<file path="src/rtl/assert_macros.svh">
// Assertion macros for the allocator RTL.
`ifndef ASSERT_MACROS_SVH
`define ASSERT_MACROS_SVH

// Same-cycle implication.
`define SCPA_ASSERT_NOW(lbl, clk, rst, ante, cons) \
  lbl: assert property (@(posedge clk) disable iff (rst) (ante) |-> (cons)) \
    else $error("assertion failed");

// Next-cycle implication.
`define SCPA_ASSERT_NEXT(lbl, clk, rst, ante, cons) \
  lbl: assert property (@(posedge clk) disable iff (rst) (ante) |=> (cons)) \
    else $error("assertion failed");

`endif

</file>
<file path="src/rtl/scpa_pkg.sv">
`default_nettype none
package scpa_pkg;
  localparam int POOL_PAGES  = 4096;
  localparam int MAX_REQUEST = 64;
  localparam int NUM_CLASSES = 128;
  localparam int CHUNK_BITS  = 16;
  localparam int PAGE_W      = 12;
  localparam int LINK_W      = 13;
  localparam int REQ_W       = 7;
  localparam int CHUNK_W     = 3;
  localparam int CIDX_W      = 4;
  localparam logic [LINK_W-1:0] NULL_LINK = 13'd4096;
  localparam logic [LINK_W-1:0] LIMIT_RESET = 13'd4096;

  typedef struct packed {
    logic load;
    logic scan_adv;
    logic take_cls;
    logic pop_take;
    logic head_wb;
    logic pool_take;
    logic push_wr;
    logic fail;
    logic head_sel_push;
  } cmd_t;

  typedef struct packed {
    logic bad;
    logic hit;
    logic last;
    logic head_null;
    logic split;
    logic pool_ok;
    logic push_ok;
  } status_t;
endpackage
`default_nettype wire

</file>
<file path="src/rtl/scpa_ctrl.sv">
`default_nettype none
`include "assert_macros.svh"
module scpa_ctrl (
  input  wire logic              clk,
  input  wire logic              rst,
  input  wire logic              start,
  output logic                   busy,
  input  wire scpa_pkg::status_t status,
  output scpa_pkg::cmd_t         cmd
);
  typedef enum logic [8:0] {
    S_IDLE   = 9'b000000001,
    S_SEARCH = 9'b000000010,
    S_HREAD  = 9'b000000100,
    S_HCHK   = 9'b000001000,
    S_LREAD  = 9'b000010000,
    S_LWB    = 9'b000100000,
    S_POOL   = 9'b001000000,
    S_PREAD  = 9'b010000000,
    S_PWR    = 9'b100000000
  } state_t;

  state_t state, state_next;

  always_ff @(posedge clk) begin
    if (rst) begin
      state <= S_IDLE;
    end else begin
      state <= state_next;
    end
  end

  assign busy = (state != S_IDLE);

  always_comb begin
    state_next = state;
    cmd = '0;
    case (state)
      S_IDLE: begin
        if (start) begin
          cmd.load = 1'b1;
          state_next = S_SEARCH;
        end
      end
      S_SEARCH: begin
        if (status.bad) begin
          cmd.fail = 1'b1;
          state_next = S_IDLE;
        end else if (status.hit) begin
          cmd.take_cls = 1'b1;
          state_next = S_HREAD;
        end else if (status.last) begin
          state_next = S_POOL;
        end else begin
          cmd.scan_adv = 1'b1;
        end
      end
      S_HREAD: state_next = S_HCHK;
      S_HCHK: begin
        if (status.head_null) begin
          state_next = S_POOL;
        end else begin
          cmd.pop_take = 1'b1;
          state_next = S_LREAD;
        end
      end
      S_LREAD: state_next = S_LWB;
      S_LWB: begin
        cmd.head_wb = 1'b1;
        state_next = status.split ? S_PREAD : S_IDLE;
      end
      S_POOL: begin
        if (status.pool_ok) begin
          cmd.pool_take = 1'b1;
          state_next = S_PREAD;
        end else begin
          cmd.fail = 1'b1;
          state_next = S_IDLE;
        end
      end
      S_PREAD: begin
        cmd.head_sel_push = 1'b1;
        state_next = status.push_ok ? S_PWR : S_IDLE;
      end
      S_PWR: begin
        cmd.push_wr = 1'b1;
        state_next = S_IDLE;
      end
      default: state_next = S_IDLE;
    endcase
  end

  `SCPA_ASSERT_NEXT(a_one_result, clk, rst,
    cmd.head_wb || cmd.pool_take || cmd.fail,
    !(cmd.head_wb || cmd.pool_take || cmd.fail))
  `SCPA_ASSERT_NEXT(a_start_search, clk, rst, start && !busy, state == S_SEARCH)
  `SCPA_ASSERT_NEXT(a_push_ends, clk, rst, cmd.push_wr, !busy)
  `SCPA_ASSERT_NOW(a_pop_valid, clk, rst, cmd.pop_take, !status.head_null)
endmodule
`default_nettype wire

</file>
<file path="config.mk">
export PLATFORM = sky130hd
export DESIGN_NAME = scpa_ctrl
export DESIGN_NICKNAME = d
export VERILOG_FILES = /design/src/rtl/scpa_pkg.sv /design/src/rtl/scpa_ctrl.sv
export VERILOG_INCLUDE_DIRS = /design/src /design/src/rtl
export SDC_FILE = /design/constraint.sdc
export NUM_CORES = 1
export LEC_CHECK = 0
export BUFFER_PORTS_ARGS = -buffer_cell sky130_fd_sc_hd__buf_2
export CORE_MARGIN = 10
export CORE_UTILIZATION = 50
export CTS_BUF_LIST = sky130_fd_sc_hd__clkbuf_8
export DETAILED_ROUTE_END_ITERATION = 7
export MAX_ROUTING_LAYER = met4
export PLACE_DENSITY = 0.78
export REMOVE_ABC_BUFFERS = 1
export SYNTH_ARGS = -nofsm -noshare
export SYNTH_HDL_FRONTEND = slang
export SYNTH_SLANG_ARGS = --single-unit
</file>
<file path="constraint.sdc">
create_clock -name clk -period 2 [get_ports clk]
set_input_delay 0.1 -clock clk [delete_from_list [all_inputs] [get_ports clk]]
set_output_delay 0.1 -clock clk [all_outputs]
set_load 0.03 [all_outputs]
</file>
==> flow_summary.ini, run 1 <==
[run_status]
outcome = finished, final reports clean

[drt]
viasPerCell = 5.81
firstDrtPassIters = 4
drtIter0Drc = 9
ant_nets = 0
wl_per_cell_um = 15.5
num_vias = 721
wl_um = 1920
drc = 0

[clock_tree]
htreeDepth = 1
insertion_delay_ns = 0.24
root_buffer = clkbuf_8
numCtsBuffers = 3
cts_hold_buf = 0
path_clk_slew_ns = 0.05
cts_buffer_depth = 2
cts_tree = built
cts_sinks = 9

[critical_path]
critical_path_arrival_ns = 1.84
worstSetupPathType = register to primary output
r2r_setup_slack_ns = 0.15
start_kind = register
rr_startpoint = state[5]
crit_fanout = 4
rr_endpoint = state[0]
critPathCaptureType = primary output
critical_path.endpoint = cmd[5]
cp_data_required_time_ns = 1.90
worstSetupStartpoint = state[5]
r2r_cells = 7

[finish]
mostFrequentLayoutCell = buf_2
diodes = 0
finish.utilization = 0.751
largest_register_ffs = 9
nets = 120
drive_gt1_frac = 0.468
area_growth_pct = 43.8
multi_input_comb_area_sq_um = 497
nFillCells = 90
reg_top3 = state (9)
fin_area_sq_um = 953
regMostFlops = state
ff_latch_area_sq_um = 188
layout.cells.non_filler = 124
final_cell_mix = buf_2 (15), buf_4 (11), nor2_1 (8), inv_1 (5), dfxtp_1 (5)

[global_routing]
antenna_found_initial = 0
grt_overflow = 0
grt_max_degree = 12
first_global_vias = 671
grt_use_total = 0.119
grt_pass1_wl_um = 3050

[floorplanning]
die_width_um = 56.4
die_h_um = 56.4
start_util = 0.523
num_io_pins = 20
rows = 13
core_area_sq_um = 1270
die-area_sq_um = 3180

[sta]
rsz0062_at_grt = true
finalCritPeriodShare = 0.971
worst_pin_slew_ns = 0.376
timing.final.ws_setup_ns = 0.0588
post-route-min-period_ns = 1.94
timing.fmax_mhz = 515
slew_headroom = 0.749
setup_viol = 0
finalHoldViolations = 0
report.final.slew_viol_count = 0
final.setup_skew_ns = 0.00236

[synthesis]
synth-seq-cells = 9
synth.avg_cell_area_sq_um = 8.09
syn_inst = 82
synth_area_sq_um = 663
synth.distinct_cells = 37
yosysSeqAreaShare = 0.272
yosys_warnings = 0

[power]
p_leak_nw = 0.436
p_per_area_nw_per_um2 = 551
irDropWorstVdd_v = 0.000485
power.total_uw = 525

[worst_hold_path]
worst_hold_path_type = input port to register

[job]
maxCapViolations = 0

[placed_design]
dpl.hpwl_um = 1340
post-place-ws_ns = 0.146
place_area_sq_um = 766
dp_cells = 114
gp_congestion = 0.781
port-buffer-count = 19
==> per-layer routing <==
metal  global-route usage  vias up  part of all wire
met4               0.0722        0             0.019
met1                0.124      343              0.41
met3               0.0292        6             0.033
li1                     -      361                 -
met2                0.197       11              0.53
met5                    -        -                 0
==> worst max-delay path, stage by stage (launching register included) <==
cell and delay, ns:
dfxtp_1 0.30, or4_4 0.55, buf_4 0.16, or2_4 0.26, nor3_4 0.18, buf_6 0.15
==> cell usage after synthesis (all sizes together) <==
| master | n | area (sq um) |
|---|---|---|
| nand2 | 1 | 3.75 |
| a41oi | 1 | 8.76 |
| or3 | 3 | 18.8 |
| dfxtp | 9 | 180 |
| xor2 | 2 | 17.5 |
| or4b | 2 | 20.0 |
| o21a | 1 | 7.51 |
| o211ai | 3 | 22.5 |
| o41ai | 1 | 16.3 |
| nor3b | 1 | 7.51 |
| nand4 | 2 | 12.5 |
| nand4b | 1 | 8.76 |
| a21oi | 1 | 5.00 |
| a211oi | 1 | 7.51 |
| and2 | 2 | 12.5 |
| a21o | 1 | 8.76 |
| nor3 | 6 | 35.0 |
| clkbuf | 3 | 11.3 |
| nor4b | 3 | 26.3 |
| clkinv | 1 | 5.00 |
| o21ai | 2 | 10.0 |
| nand2b | 4 | 27.5 |
| nor2 | 8 | 30.0 |
| a31oi | 1 | 6.26 |
| nor4 | 4 | 25.0 |
| a21boi | 1 | 7.51 |
| inv | 5 | 18.8 |
| nand3b | 1 | 7.51 |
| or2 | 2 | 12.5 |
| or4 | 4 | 38.8 |
| and3 | 2 | 12.5 |
| a32oi | 1 | 8.76 |
| buf | 2 | 22.5 |
==> cell type report <==
cell class	instances	area share
inverters	6	0.0249
clock buffers	3	0.0433
flip-flops and latches	9	0.197
multi-input cells	62	0.521
clock inverters	1	0.00525
repair buffers	28	0.189
well taps	15	0.0197
==> where the power goes <==
part | internal (mW) | leakage [nW] | total [mW] | switching, mW
clock | 0.137 | 0.0255 | 0.217 | 0.0808
combinational | 0.0517 | 0.336 | 0.115 | 0.0634
sequential | 0.184 | 0.0745 | 0.193 | 0.00930
total | 0.372 | 0.436 | 0.525 | 0.154
==> per-stage QoR <==
stage | hold slack (ns) | TNS, ns
4_1_cts | 0.0527 | -0.00504
6_report | 0.0808 | 0
3_5_place_dp | 0.306 | 0
5_1_grt | 0.0879 | -0.00450
2_1_floorplan | 0.179 | 0
3_3_place_gp | 0.305 | 0
==> what timing repair did <==
action,in CTS,in global routing
resized for setup,5,18
pin swaps,1,4
setup endpoints to repair,1,13
hold endpoints to repair,0,0
cloned,0,0
setup buffers,4,2
==> cells by family after synthesis <==
logic type	share of synthesized area
flip-flops	0.272
XOR/XNOR	0.0264
AO/OA/AOI/OAI	0.164
buffers and inverters	0.0868
AND/OR/NAND/NOR	0.451
==> worst min-delay path by stage <==
stage	start	to	slack, ns	depth (start not counted)
finish	status[3]	state[4]	0.08	2
global route	status[3]	state[4]	0.09	2
CTS	status[3]	state[4]	0.05	2
detailed placement	status[3]	state[4]	0.31	2
global placement	status[3]	state[4]	0.30	2
floorplan	status[3]	state[4]	0.18	1
(Power assumes the default switching activity.)
==> inputs of run 2 (changes only) <==
PLACE_DENSITY = 0.87   (was 0.78)
SETUP_SLACK_MARGIN = 0.2   (was default)
==> flow_summary.ini, run 2 (synthesis gave the netlist of run 1 again) <==
[critical_path]
rr_endpoint = state[3]
cp_data_required_time_ns = 1.90
crit_fanout = 4
critPathCaptureType = primary output
rr_startpoint = state[6]
start_kind = register
worstSetupPathType = register to primary output
critical_path_arrival_ns = 1.83
r2r_setup_slack_ns = 0.08
r2r_cells = 6

[global_routing]
first_global_vias = 807
grt_overflow = 0
grt_max_degree = 12
grt_pass1_wl_um = 3640
met1_usage = 0.125
globalRouteMet3Util = 0.0449
met2_usage = 0.252
grt_use_total = 0.143
busiest_layer = met2
antenna_found_initial = 0

[worst_hold_path]
hold_end = state[4]
min_from = status[3]
worst_hold_path_type = input port to register
holdPathStages = 2

[floorplanning]
num_io_pins = 20
die_h_um = 56.4
rows = 13
core_area_sq_um = 1270
die-area_sq_um = 3180
die_width_um = 56.4
start_util = 0.523

[finish]
largest_register_ffs = 9
nets = 121
regMostFlops = state
reg_top3 = state (9)
area_growth_pct = 51.1
finish.utilization = 0.790
mostFrequentLayoutCell = buf_2
nFillCells = 77
final_cell_mix = buf_2 (14), buf_4 (8), nor2_1 (7), buf_6 (7), inv_1 (6)
drive_gt1_frac = 0.518
diodes = 0

[sta]
setup_tns_ns = 0
slew_headroom = 0.756
worst_pin_slew_ns = 0.365
final.setup_skew_ns = 0.00386
rsz0062_at_grt = true
finalHoldViolations = 0
report.final.slew_viol_count = 0
post-route-min-period_ns = 1.93
finalCritPeriodShare = 0.965
timing.fmax_mhz = 518
setup_viol = 0

[placed_design]
dpl.hpwl_um = 1360
gp_congestion = 0.822
port-buffer-count = 19

[drt]
wl_per_cell_um = 17.1
wl_um = 2130
num_vias = 791
drc = 0
viasPerCell = 6.33
drtIter0Drc = 27
ant_nets = 0
firstDrtPassIters = 4

[clock_tree]
numCtsBuffers = 3
path_clk_slew_ns = 0.05
cts_sinks = 9
root_buffer = clkbuf_8
htreeDepth = 1
cts_buffer_depth = 2
cts_tree = built
insertion_delay_ns = 0.24
cts_hold_buf = 0

[power]
p_leak_nw = 0.444
p_per_area_nw_per_um2 = 532
irDropWorstVdd_v = 0.000436

[job]
maxCapViolations = 0

[run_status]
outcome = finished, final reports clean
[run 2: cell count changes in the layout (fill, tap and decap cells not counted), moves of 2 or more]
| cell | previous run | this run |
|---|---|---|
| buf_4 | 11 | 8 |
| or3_4 | 0 | 2 |
| buf_6 | 2 | 7 |
| clkinv_2 | 2 | 0 |
| or3_1 | 3 | 1 |
| nor3_2 | 1 | 3 |
[run 2: per-layer routing]
layer / up-vias / wire length, um
met5: - / 0
met1: 373 / 809
met4: 0 / 106
li1: 364 / -
met2: 40 / 1110
met3: 14 / 112
[run 2: area by class of cell]
class	instances	area [sq um]	share of cell area
clock buffers	3	41.3	0.0412
clock inverters	1	3.75	0.00375
inverters	6	27.5	0.0275
multi-input cells	62	510	0.509
flip-flops and latches	9	191	0.191
well taps	15	18.8	0.0187
repair buffers	29	209	0.208
[run 2: worst max-delay path, cell delays in order (launching register included)]
cell      delay (ns)
dfxtp_2         0.31
or4_4           0.57
or4_4           0.52
clkinv_4        0.07
buf_6           0.12
[run 2: worst max path at each step]
stage	startpoint	endpoint	slack, ns	cells past startpoint
finish	state[6]	cmd[7]	0.07	4
global route	state[6]	cmd[7]	0.03	4
CTS	state[0]	cmd[7]	0.09	4
detailed placement	state[4]	cmd[7]	0.13	4
global placement	state[4]	cmd[7]	0.17	4
floorplan	state[5]	cmd[5]	0.004	3
[run 2: report_power, final]
| part | internal [mW] | switching (mW) | leakage, nW |
|---|---|---|---|
| Sequential | 0.184 | 0.00784 | 0.0753 |
| Combinational | 0.0574 | 0.0709 | 0.342 |
| Clock | 0.134 | 0.0790 | 0.0269 |
[run 2: through the flow]
stage | worst slack [ns] | power, mW | hold slack, ns | cells | instance area (sq um)
2_1_floorplan | 0.00371 | 0.256 | 0.179 | 77 | 629
3_3_place_gp | 0.167 | 0.286 | 0.313 | 115 | 773
3_5_place_dp | 0.126 | 0.288 | 0.310 | 115 | 773
4_1_cts | 0.0879 | 0.527 | 0.0640 | 124 | 973
5_1_grt | 0.0341 | 0.561 | 0.0720 | 125 | 1000
6_report | 0.0700 | 0.534 | 0.0662 | 125 | 1000
[run 2: timing repair]
action                                  in CTS  in global routing
endpoints found under the hold margin        0                  0
setup buffers                                5                  1
endpoints found under the setup margin      10                 16
cloned                                       0                  0
resized for setup                           29                  6
pin swaps                                    5                  1
